File: src/ccsp_pkg.sv
// Package for the ChaCha20 share pair generator.
// Holds the block and configuration types, the cipher constants and the half quarter round.
// No dependencies.
package ccsp_pkg;

    localparam int NUM_STAGES = 40;
    localparam int ADDR_W     = 5;
    localparam int DATA_W     = 64;

    localparam logic [1:0] REG_SEED_HIGH    = 2'd0;
    localparam logic [1:0] REG_SEED_LOW     = 2'd1;
    localparam logic [1:0] REG_WIDTH_SELECT = 2'd2;

    localparam logic [1:0] WIDTH_8  = 2'd0;
    localparam logic [1:0] WIDTH_16 = 2'd1;
    localparam logic [1:0] WIDTH_32 = 2'd2;
    localparam logic [1:0] WIDTH_64 = 2'd3;

    localparam logic [3:0][31:0] SIGMA =
        {32'h6b206574, 32'h79622d32, 32'h3320646e, 32'h61707865};
    localparam logic [3:0][31:0] KEY_TWEAK =
        {32'hC3EFE9DB, 32'h9E3779B9, 32'h3C6EF372, 32'hA5A5A5A5};
    localparam logic [2:0][31:0] NONCE =
        {32'h12345678, 32'hFEEDFACE, 32'hDEADBEEF};

    typedef logic [15:0][31:0] block_t;

    typedef struct packed {
        logic [63:0] seed_high;
        logic [63:0] seed_low;
        logic [1:0]  width_select;
    } cfg_t;

    typedef struct packed {
        logic [31:0] a;
        logic [31:0] b;
        logic [31:0] c;
        logic [31:0] d;
    } qr_t;

    // One half of a quarter round: the first half rotates by 16 and 12, the second by 8 and 7.
    function automatic qr_t half_qr(input logic [31:0] a_in, input logic [31:0] b_in,
                                    input logic [31:0] c_in, input logic [31:0] d_in,
                                    input logic late);
        qr_t         res;
        logic [31:0] a_v;
        logic [31:0] b_v;
        logic [31:0] c_v;
        logic [31:0] d_v;
        a_v = a_in + b_in;
        d_v = d_in ^ a_v;
        if (late)
            d_v = {d_v[23:0], d_v[31:24]};
        else
            d_v = {d_v[15:0], d_v[31:16]};
        c_v = c_in + d_v;
        b_v = b_in ^ c_v;
        if (late)
            b_v = {b_v[24:0], b_v[31:25]};
        else
            b_v = {b_v[19:0], b_v[31:20]};
        res.a = a_v;
        res.b = b_v;
        res.c = c_v;
        res.d = d_v;
        return res;
    endfunction

endpackage

File: src/ccsp_cfg_regs.sv
// Configuration register file with an APB-style port.
// Depends on ccsp_pkg for the register indexes and the configuration type.
module ccsp_cfg_regs
    import ccsp_pkg::*;
(
    input  logic              clk,
    input  logic              rst_n,
    input  logic              psel,
    input  logic              penable,
    input  logic              pwrite,
    input  logic [ADDR_W-1:0] paddr,
    input  logic [DATA_W-1:0] pwdata,
    output logic [DATA_W-1:0] prdata,
    output logic              pready,
    output cfg_t              cfg
);

    logic [63:0] seed_high_reg;
    logic [63:0] seed_low_reg;
    logic [1:0]  width_select_reg;
    logic        wr_en;
    logic [1:0]  reg_idx;

    assign pready  = 1'b1;
    assign wr_en   = psel && penable && pwrite;
    assign reg_idx = paddr[ADDR_W-1:3];

    always_ff @(posedge clk or negedge rst_n)
    begin
        if (!rst_n)
        begin
            seed_high_reg    <= '0;
            seed_low_reg     <= '0;
            width_select_reg <= WIDTH_32;
        end
        else if (wr_en)
        begin
            case (reg_idx)
                REG_SEED_HIGH:    seed_high_reg    <= pwdata;
                REG_SEED_LOW:     seed_low_reg     <= pwdata;
                REG_WIDTH_SELECT: width_select_reg <= pwdata[1:0];
                default:          ;
            endcase
        end
    end

    always_comb
    begin
        case (reg_idx)
            REG_SEED_HIGH:    prdata = seed_high_reg;
            REG_SEED_LOW:     prdata = seed_low_reg;
            REG_WIDTH_SELECT: prdata = {62'd0, width_select_reg};
            default:          prdata = '0;
        endcase
    end

    assign cfg.seed_high    = seed_high_reg;
    assign cfg.seed_low     = seed_low_reg;
    assign cfg.width_select = width_select_reg;

endmodule

File: config.mk
export PLATFORM = sky130hd
export DESIGN_NAME = ccsp_cfg_regs
export DESIGN_NICKNAME = d
export VERILOG_FILES = /design/src/ccsp_pkg.sv /design/src/ccsp_cfg_regs.sv
export SDC_FILE = /design/constraint.sdc
export NUM_CORES = 1
export LEC_CHECK = 0
export ABC_AREA = 1
export BUFFER_PORTS_ARGS = -buffer_cell sky130_fd_sc_hd__buf_4
export CAP_MARGIN = 20
export CORE_MARGIN = 2
export CORE_UTILIZATION = 35
export DETAILED_ROUTE_END_ITERATION = 10
export GPL_ROUTABILITY_DRIVEN = 0
export SLEW_MARGIN = 20
export SYNTH_ARGS = -nofsm -noshare
export SYNTH_HDL_FRONTEND = slang
export SYNTH_SLANG_ARGS = --single-unit
export TNS_END_PERCENT = 50
File: constraint.sdc
create_clock -name clk -period 2.3 [get_ports clk]
set_input_delay 0.575 -clock clk [delete_from_list [all_inputs] [get_ports clk]]
set_output_delay 0.575 -clock clk [all_outputs]
set_load 0.02 [all_outputs]
==> flow_summary_export.csv <==
group,metric,value,unit
route,drt-initial-drc-count,246,
route,drc,0,
clocking,postCtsHoldBufs,0,
setup_path,reg2regPathDepth,2,
route,drt_wl_total,18.1,mm
floorplan,core,16700,µm²
floorplan,io_pins,269,
logic_synthesis,ys_top_cells_by_area,"dfrtp_1, nand2_1, buf_6",
logic_synthesis,syn_avg_cell_area,7.81,µm²
worst_hold_path,hold_path_class,"input port to asynchronous set/reset pin",
global_routing,grt_pass1_vias,5335,
logic_synthesis,synth_cell_types,17,
floorplan,num_rows,47,
clocking,cts-buffers-inserted,17,
sta,drv_slew,0,
pwr,comb_power_share,0.306,
clocking,clkSlewWorstSetupHoldPaths,0.06,ns
layout,fillers,1642,
pwr,power.share.sequential,0.384,
logic_synthesis,yosys.area.top_type_share,0.537,
clocking,postCtsSetupRepairBufs,0,
setup_path,crit_fanout,34,
pwr,swShare,0.355,
global_routing,grt_overflow,0,
setup_path,setup.worst_path.class,"input port to output pin",
layout,regArea,3250,µm²
clocking,clkLatencyLatePin,0.41,ns
logic_synthesis,syn_inst,770,
placement,dp.cells,1231,
floorplan,die_height,135,µm
sta,fin_tns_setup,0,ns
global_routing,grt_pass1_wl,28.5,mm
route,via_per_inst,4.49,
setup_path,cp_cell_sequence,"buf_4, inv_2, nand2_4, inv_2, buf_12, nand2_1, nand2_1, buf_4",
placement,port-buffer-count,264,
setup_path,max_stage_delay,0.20,ns
route,num_vias,5667,
layout,antennaDiodeCount,0,
floorplan,die_w,135,µm
pwr,p_leak,5.09,nW
layout,multiInputGateArea,2360,µm²
setup_path,timing.rr.end,"width_select_reg[1]",
clocking,htreeDepth,4,
layout,layout.nets,1104,
setup_path,start_kind,"input port",
global_routing,antenna_found_initial,0,
route,detail-route-antenna-nets,0,
logic_synthesis,mappedNetlistNets,844,
layout,drive_gt1_frac,0.320,
clocking,cts_tree,"yes",
setup_path,startpoint,"paddr[4]",
sta,min_period,2.06,ns
layout,syn_to_final_growth,44.1,%
logic_synthesis,yosysWarningCount,0,
pwr,powerDensity,962,nW/µm²
sta,fmax,0.485,GHz
sta,finalHoldViolations,0,
flow_run,drv_cap,0,
sta,clock_skew,0,ns
setup_path,worst_ep_required_time,1.73,ns
floorplan,die_area,18200,µm²
logic_synthesis,yosysTopAreaCell,"dfrtp_1",
clocking,root_buffer,"clkbuf_16",
pwr,switchingPower,2.96,mW
sta,grt_setup_unrepaired,"no",
setup_path,reg2reg_slack,1.56,ns
sta,setup_viol,0,
pwr,p_int,5.37,mW
placement,dp_hpwl,12.7,mm
sta,fin_crit_sh,0.896,
setup_path,worstPathArrival,1.49,ns
pwr,pwr-share-clk,0.311,
floorplan,start_util,0.360,
logic_synthesis,ys_seq_elements,130,
status,status,"finished, final reports clean",
setup_path,critPathSlowestCell,"buf_12",
route,wl_per_cell,14.3,µm
clocking,cts-resized-gates,0,
setup_path,r2r-start,"width_select_reg[1]",
clocking,clock_sinks,130,
pwr,ir_worst_vdd,0.000484,V
global_routing,grt.total_usage,0.202,
logic_synthesis,synth_area,6010,µm²
layout,fin_cells,1263,
setup_path,critPathCaptureType,"output pin",
global_routing,grt_max_degree,41,
clocking,clk_path_buf_depth,2,
route,dr.pass1.iters,4,
logic_synthesis,yosysSeqAreaShare,0.541,
## cells in the final DEF (no fill, tap or decap)
master and instances:
nand2_1 570, buf_4 273, dfrtp_1 129, clkbuf_16 17
nand2_2 11, buf_12 7, clkinvlp_4 5, nand3_1 4
inv_6 4, inv_2 3, nand2_4 3, clkinv_4 3
nor2_4 2, inv_1 2, nor2_8 2, o21ai_0 2
nand3_4 1, conb_1 1, clkbuf_1 1, clkbuf_8 1
bufinv_16 1, dfstp_2 1
## power by group through the flow
stage          registers [mW]  logic, mW  clock network (mW)
2_1_floorplan            3.71      0.735                   0
3_3_place_gp             3.23       2.55                   0
3_5_place_dp             3.23       2.58                   0
4_1_cts                  3.20       2.58                2.65
5_1_grt                  3.27       2.76                2.76
6_report                 3.20       2.55                2.59
## synth_stat cells
cell type / n
nand2_1: 570
dfrtp_1: 129
buf_6: 30
nand2_2: 11
buf_2: 6
nand3_1: 4
buf_4: 3
inv_2: 3
nand2_4: 3
inv_1: 2
nor2_8: 2
o21ai_0: 2
conb_1: 1
dfstp_2: 1
nand3_4: 1
nor2_2: 1
nor2_4: 1
## layout make-up
class                           count  area share
Clock buffer                       19      0.0511
Clock inverter                     13      0.0149
Inverter                            5     0.00217
Multi-Input combinational cell    596       0.272
Sequential cell                   130       0.376
Tap cell                          220      0.0318
Timing Repair Buffer              280       0.253
## cell families (layout without fill, tap and decap cells)
kind of cell	count (synthesis)	count (layout)	share of synthesized area
flip-flops	130	130	0.541
buffers and inverters	44	317	0.0680
other	1	1	0.000623
AND/OR/NAND/NOR	593	593	0.389
AO/OA/AOI/OAI	2	2	0.00166
## per-layer routing
layer  track usage  wire [µm]  vias to the layer above
li1              -          -                     2831
met1         0.256       7780                     2635
met2         0.328       8540                      179
met3        0.0661       1510                       22
met4        0.0666        291                        0
met5             0          0                        -
## per-stage QoR
stage	setup WS [ns]	util	power (mW)	cell area, µm²	hold WS, ns
final	0.240	0.519	8.33	8670	0.112
after floorplan	0.441	-	4.45	6010	0.279
after CTS	0.230	0.519	8.44	8670	0.119
after global routing	0.161	0.519	8.78	8670	0.142
after global placement	0.245	0.485	5.78	8090	0.480
after detailed placement	0.232	0.485	5.82	8090	0.484
## critical path, delay by kind of cell
kind	cells	cell delay, ns
buffers and inverters	5	0.64
and+or+nand+nor	3	0.26
## worst max path at each step
| stage | endpoint | cells past startpoint |
|---|---|---|
| finish | prdata[63] | 8 |
| global route | prdata[1] | 8 |
| CTS | prdata[63] | 8 |
| detailed placement | prdata[63] | 8 |
| global placement | prdata[63] | 8 |
| floorplan | prdata[10] | 5 |
Note: power is estimated with default switching activity, not from simulation.
