==> src/ccsp_pkg.sv <==
// Package for the ChaCha20 share pair generator.
// Holds the block and configuration types, the cipher constants and the half quarter round.
// No dependencies.
package ccsp_pkg;

    localparam int NUM_STAGES = 40;
    localparam int ADDR_W     = 5;
    localparam int DATA_W     = 64;

    localparam logic [1:0] REG_SEED_HIGH    = 2'd0;
    localparam logic [1:0] REG_SEED_LOW     = 2'd1;
    localparam logic [1:0] REG_WIDTH_SELECT = 2'd2;

    localparam logic [1:0] WIDTH_8  = 2'd0;
    localparam logic [1:0] WIDTH_16 = 2'd1;
    localparam logic [1:0] WIDTH_32 = 2'd2;
    localparam logic [1:0] WIDTH_64 = 2'd3;

    localparam logic [3:0][31:0] SIGMA =
        {32'h6b206574, 32'h79622d32, 32'h3320646e, 32'h61707865};
    localparam logic [3:0][31:0] KEY_TWEAK =
        {32'hC3EFE9DB, 32'h9E3779B9, 32'h3C6EF372, 32'hA5A5A5A5};
    localparam logic [2:0][31:0] NONCE =
        {32'h12345678, 32'hFEEDFACE, 32'hDEADBEEF};

    typedef logic [15:0][31:0] block_t;

    typedef struct packed {
        logic [63:0] seed_high;
        logic [63:0] seed_low;
        logic [1:0]  width_select;
    } cfg_t;

    typedef struct packed {
        logic [31:0] a;
        logic [31:0] b;
        logic [31:0] c;
        logic [31:0] d;
    } qr_t;

    // One half of a quarter round: the first half rotates by 16 and 12, the second by 8 and 7.
    function automatic qr_t half_qr(input logic [31:0] a_in, input logic [31:0] b_in,
                                    input logic [31:0] c_in, input logic [31:0] d_in,
                                    input logic late);
        qr_t         res;
        logic [31:0] a_v;
        logic [31:0] b_v;
        logic [31:0] c_v;
        logic [31:0] d_v;
        a_v = a_in + b_in;
        d_v = d_in ^ a_v;
        if (late)
            d_v = {d_v[23:0], d_v[31:24]};
        else
            d_v = {d_v[15:0], d_v[31:16]};
        c_v = c_in + d_v;
        b_v = b_in ^ c_v;
        if (late)
            b_v = {b_v[24:0], b_v[31:25]};
        else
            b_v = {b_v[19:0], b_v[31:20]};
        res.a = a_v;
        res.b = b_v;
        res.c = c_v;
        res.d = d_v;
        return res;
    endfunction

endpackage

==> src/ccsp_finalize.sv <==
// Feed-forward of the first four words, width masking and the result register.
// Depends on ccsp_pkg for the block and configuration types and the constants.
module ccsp_finalize
    import ccsp_pkg::*;
(
    input  logic        clk,
    input  logic        rst_n,
    input  logic        in_valid,
    input  block_t      in_blk,
    input  cfg_t        cfg,
    output logic        result_valid,
    output logic [63:0] share_a,
    output logic [63:0] share_b
);

    logic        valid_reg;
    logic [63:0] share_a_reg;
    logic [63:0] share_b_reg;
    logic [63:0] share_a_next;
    logic [63:0] share_b_next;
    logic [63:0] mask;
    logic [31:0] w0;
    logic [31:0] w1;
    logic [31:0] w2;
    logic [31:0] w3;

    assign w0 = in_blk[0] + SIGMA[0];
    assign w1 = in_blk[1] + SIGMA[1];
    assign w2 = in_blk[2] + SIGMA[2];
    assign w3 = in_blk[3] + SIGMA[3];

    always_comb
    begin
        case (cfg.width_select)
            WIDTH_8:  mask = 64'h0000_0000_0000_00FF;
            WIDTH_16: mask = 64'h0000_0000_0000_FFFF;
            WIDTH_32: mask = 64'h0000_0000_FFFF_FFFF;
            WIDTH_64: mask = 64'hFFFF_FFFF_FFFF_FFFF;
            default:  mask = 64'hFFFF_FFFF_FFFF_FFFF;
        endcase
        share_a_next = {w0, w1} & mask;
        share_b_next = {w2, w3} & mask;
    end

    always_ff @(posedge clk or negedge rst_n)
    begin
        if (!rst_n)
            valid_reg <= 1'b0;
        else
            valid_reg <= in_valid;
    end

    always_ff @(posedge clk)
    begin
        share_a_reg <= share_a_next;
        share_b_reg <= share_b_next;
    end

    assign result_valid = valid_reg;
    assign share_a      = share_a_reg;
    assign share_b      = share_b_reg;

endmodule

==> config.mk <==
export PLATFORM = sky130hd
export DESIGN_NAME = ccsp_finalize
export DESIGN_NICKNAME = d
export VERILOG_FILES = /design/src/ccsp_pkg.sv /design/src/ccsp_finalize.sv
export SDC_FILE = /design/constraint.sdc
export NUM_CORES = 1
export LEC_CHECK = 0
export BUFFER_PORTS_ARGS = -buffer_cell sky130_fd_sc_hd__clkbuf_2
export CORE_AREA = 2 2 299 301
export CTS_CLUSTER_DIAMETER = 60
export DETAILED_ROUTE_END_ITERATION = 10
export DIE_AREA = 0 0 301 303
export GPL_TIMING_DRIVEN = 0
export SLEW_MARGIN = 20
export SYNTH_ARGS = -nofsm -noshare
export SYNTH_HDL_FRONTEND = slang
export SYNTH_SLANG_ARGS = --single-unit
==> constraint.sdc <==
create_clock -name clk -period 0.9 [get_ports clk]
set_clock_uncertainty 0.05 [all_clocks]
set_input_delay 0.135 -clock clk [delete_from_list [all_inputs] [get_ports clk]]
set_output_delay 0.135 -clock clk [all_outputs]
set_load 0.03 [all_outputs]
==> results.md <==
* Status: finished, violations left
* Failing checks: hold timing, setup timing
* Share of cells above drive strength 1 at 60.4%
* Tcrit/Tclk final at 169%
* Post-Synthesis Cells at 622
* Met3 wire length at 5510 µm
* Drt drc at 0
* Asr flop ratio synth at less than 1%
* Hpwl dp at 27600 µm
* Crit start category: input port
* Initial core utilization at 6.27%
* Main flop type after synthesis: dfxtp_1
* Max FO, Critical Path at 3
* Via-to-Cell Ratio at 3.00
* Area Overhead vs Synth at 155%
* Max Fclk at 656 MHz
* Worst Hold Endpoint: share_a[44]
* Multi-input gate area at 0.00400 mm²
* Post-synth net total at 1271
* Finished Core Util at between 10% and 20%
* Routed Antenna Nets at 0
* Mapped Area at ~0.0055 mm²
* Die Ht at between 300 and 400 µm
* Port bufs at 257
* Router iterations before antenna repair at 4
* Hold depth at 3
* Peak VDD IR at 1.48 mV
* Critical Path AT at 1810 ps
* Post-synth EDFFs at 0
* Crit path kind: input port to register
* Max Cap Violations at 0
* Hold WS at -27.1 ps
* TritonCTS clock tree: done
* CP endpoint kind: register
* Final GP Congestion at 0.850
* First-pass GRT wire length at around 52000 µm
* Final worst-path setup slack at -625 ps
* Flops & latches, synth at 129
* Routed wire length on met2 at around 18000 µm
* P per Cell Area at 1410 mW/mm²
* Core ar. at 0.0880 mm²
* Via count at 6841
* Setup violations, final at between 200 and 250
* Post-synthesis sequential area ratio at 46.9%
* Largest net degree at the start of global routing at 17
* Max Transition Viols Final at 0
* Hold path start: in_blk[11]
* DR top layer: met5
* Vias in the first global route at 7273
* Final wirelength at 39700 µm
* Clock Tree Buf Depth at 2
* Synth Area per Inst at between 8 and 9 µm²
* Hold Crit Class: input port to register
* Critical Path RT at 1190 ps
* Final hold violation count at 2
* Met1 WL at 13800 µm
* Die width at 301 µm
* Final nets at 1745
* Sequential cell area at 0.00275 mm²
* Row count at 109
* Fill cell count at 9578
* Slew headroom at 59.3%
* GRT Util Overall at 8.19%
* Fin crit period at 1520 ps
* H-tree level count at 4
* Leakage power at 5.49 nW
* Initial antenna violation count at 20
* CTS buffer count at 17
* Top-Level Pins at 774
* Slew @ Worst Pin at 611 ps
* RSZ-0062 raised after global routing: true
* Clock sink total at around 130
* Clock transition at path regs at approximately 60 ps
* Die area at 0.0912 mm²
* Remaining Overflow, GRT at 0
* Distinct cell type count after synthesis at 53
* WL/cell at 17.4 µm
* Yosys warnings at 0
* Drt first-iter violations at 352
* Root buf cell: clkbuf_16
[layer usage]
metal / up-vias / GRT usage [%]
met5: - / 0
li1: 3092 / -
met1: 3284 / 8.23
met2: 320 / 12.1
met4: 26 / 5.51
met3: 119 / 5.69
[metrics by stage]
| stage | worst slack (ps) | TNS, ps | area [µm²] | power (mW) | instances |
|---|---|---|---|---|---|
| 2_1_floorplan | -921 | -39680 | 6010 | 8.32 | 622 |
| 3_3_place_gp | -1350 | -94370 | 8750 | 9.79 | 2044 |
| 3_5_place_dp | -1350 | -94850 | 8750 | 9.80 | 2044 |
| 4_1_cts | -545 | -56960 | 13200 | 19.2 | 2243 |
| 5_1_grt | -652 | -61080 | 14100 | 20.5 | 2275 |
| 6_report | -625 | -53730 | 14100 | 19.8 | 2279 |
[worst max-delay path by stage]
stage,endpoint,start,cells after the start
finish,share_b[27],in_blk[99],8
global route,share_b[27],in_blk[99],8
CTS,share_b[61],in_blk[86],7
detailed placement,share_b[27],in_blk[99],7
global placement,share_b[27],in_blk[99],7
floorplan,share_b[61],in_blk[86],6
[repair_timing]
item	CTS	global route
setup buffers	43	34
setup endpoints to repair	234	228
pin swaps	82	78
hold buffers	125	4
gates resized for setup	529	228
hold endpoints to repair	111	5
[cells in the mapped netlist (3+ instances only)]
| master | n | area share (%) |
|---|---|---|
| a21oi_1 | 36 | 3.3 |
| o21bai_1 | 5 | 0.68 |
| xor2_1 | 48 | 7.6 |
| a31oi_1 | 6 | 0.68 |
| o21ai_0 | 24 | 2.2 |
| a21o_1 | 5 | 0.68 |
| and2_1 | 10 | 1.1 |
| nor2b_1 | 5 | 0.57 |
| o31ai_1 | 5 | 0.68 |
| and4_1 | 3 | 0.48 |
| buf_1 | 4 | 0.27 |
| or3_1 | 7 | 0.79 |
| nand3_1 | 18 | 1.6 |
| or4_1 | 3 | 0.41 |
| ha_1 | 4 | 0.91 |
| xnor2_1 | 46 | 7.3 |
| o211ai_1 | 5 | 0.68 |
| clkbuf_1 | 12 | 0.82 |
| nand4_1 | 8 | 0.91 |
| and3_1 | 10 | 1.1 |
| nand2b_1 | 6 | 0.68 |
| inv_1 | 12 | 0.82 |
| nor3_1 | 5 | 0.45 |
| nor2_1 | 109 | 7.4 |
| nand2_1 | 47 | 3.2 |
| or2_2 | 3 | 0.34 |
| a31o_2 | 3 | 0.48 |
| a21boi_0 | 3 | 0.41 |
| dfxtp_1 | 128 | 46 |
| a311oi_1 | 4 | 0.64 |
| a211oi_1 | 5 | 0.68 |
| o21a_1 | 6 | 0.82 |
[worst max-delay path, cell delays in order]
cell and delay (ps):
buf_8 100, a2111o_1 430, o211ai_1 250, buf_4 180, nand2_4 50, a221o_1 380
o2111ai_2 190, o31ai_1 100
[cells in the final DEF (no fill, tap or decap), types with 31 or more instances in the layout]
| cell type | count |
|---|---|
| dlygate4sd3_1 | 124 |
| buf_6 | 37 |
| xor2_1 | 42 |
| nor2_1 | 100 |
| clkbuf_2 | 108 |
| buf_4 | 33 |
| xnor2_1 | 31 |
| clkbuf_16 | 46 |
| dfxtp_2 | 127 |
| buf_8 | 114 |
[cell families (layout without fill, tap and decap cells)]
group | count (synthesis) | after routing | synth area share (%)
compound gates | 125 | 125 | 14.8
other cells | 0 | 5 | 0
fa+ha+maj | 4 | 4 | 0.908
simple gates | 240 | 240 | 20.1
mux | 2 | 2 | 0.363
flops | 129 | 129 | 46.9
xor+xnor | 94 | 94 | 14.9
buf+inv | 28 | 515 | 1.91
[power breakdown]
part / total [mW] / switching (mW) / internal, mW
registers: 6.49 / 0.280 / 6.21
clock network: 7.61 / 3.13 / 4.48
logic: 5.72 / 2.87 / 2.86
[area by class of cell]
type / count / area share, %
Multi-Input combinational cell: 465 / 28.4
Inverter: 12 / 0.463
Sequential cell: 129 / 19.6
Buffer: 15 / 0.907
Antenna cell: 5 / 0.0890
Clock buffer: 19 / 3.15
Timing Repair Buffer: 456 / 35.8
Tap cell: 1165 / 10.4
Clock inverter: 13 / 1.25
Power figures use the tool's default switching activity.
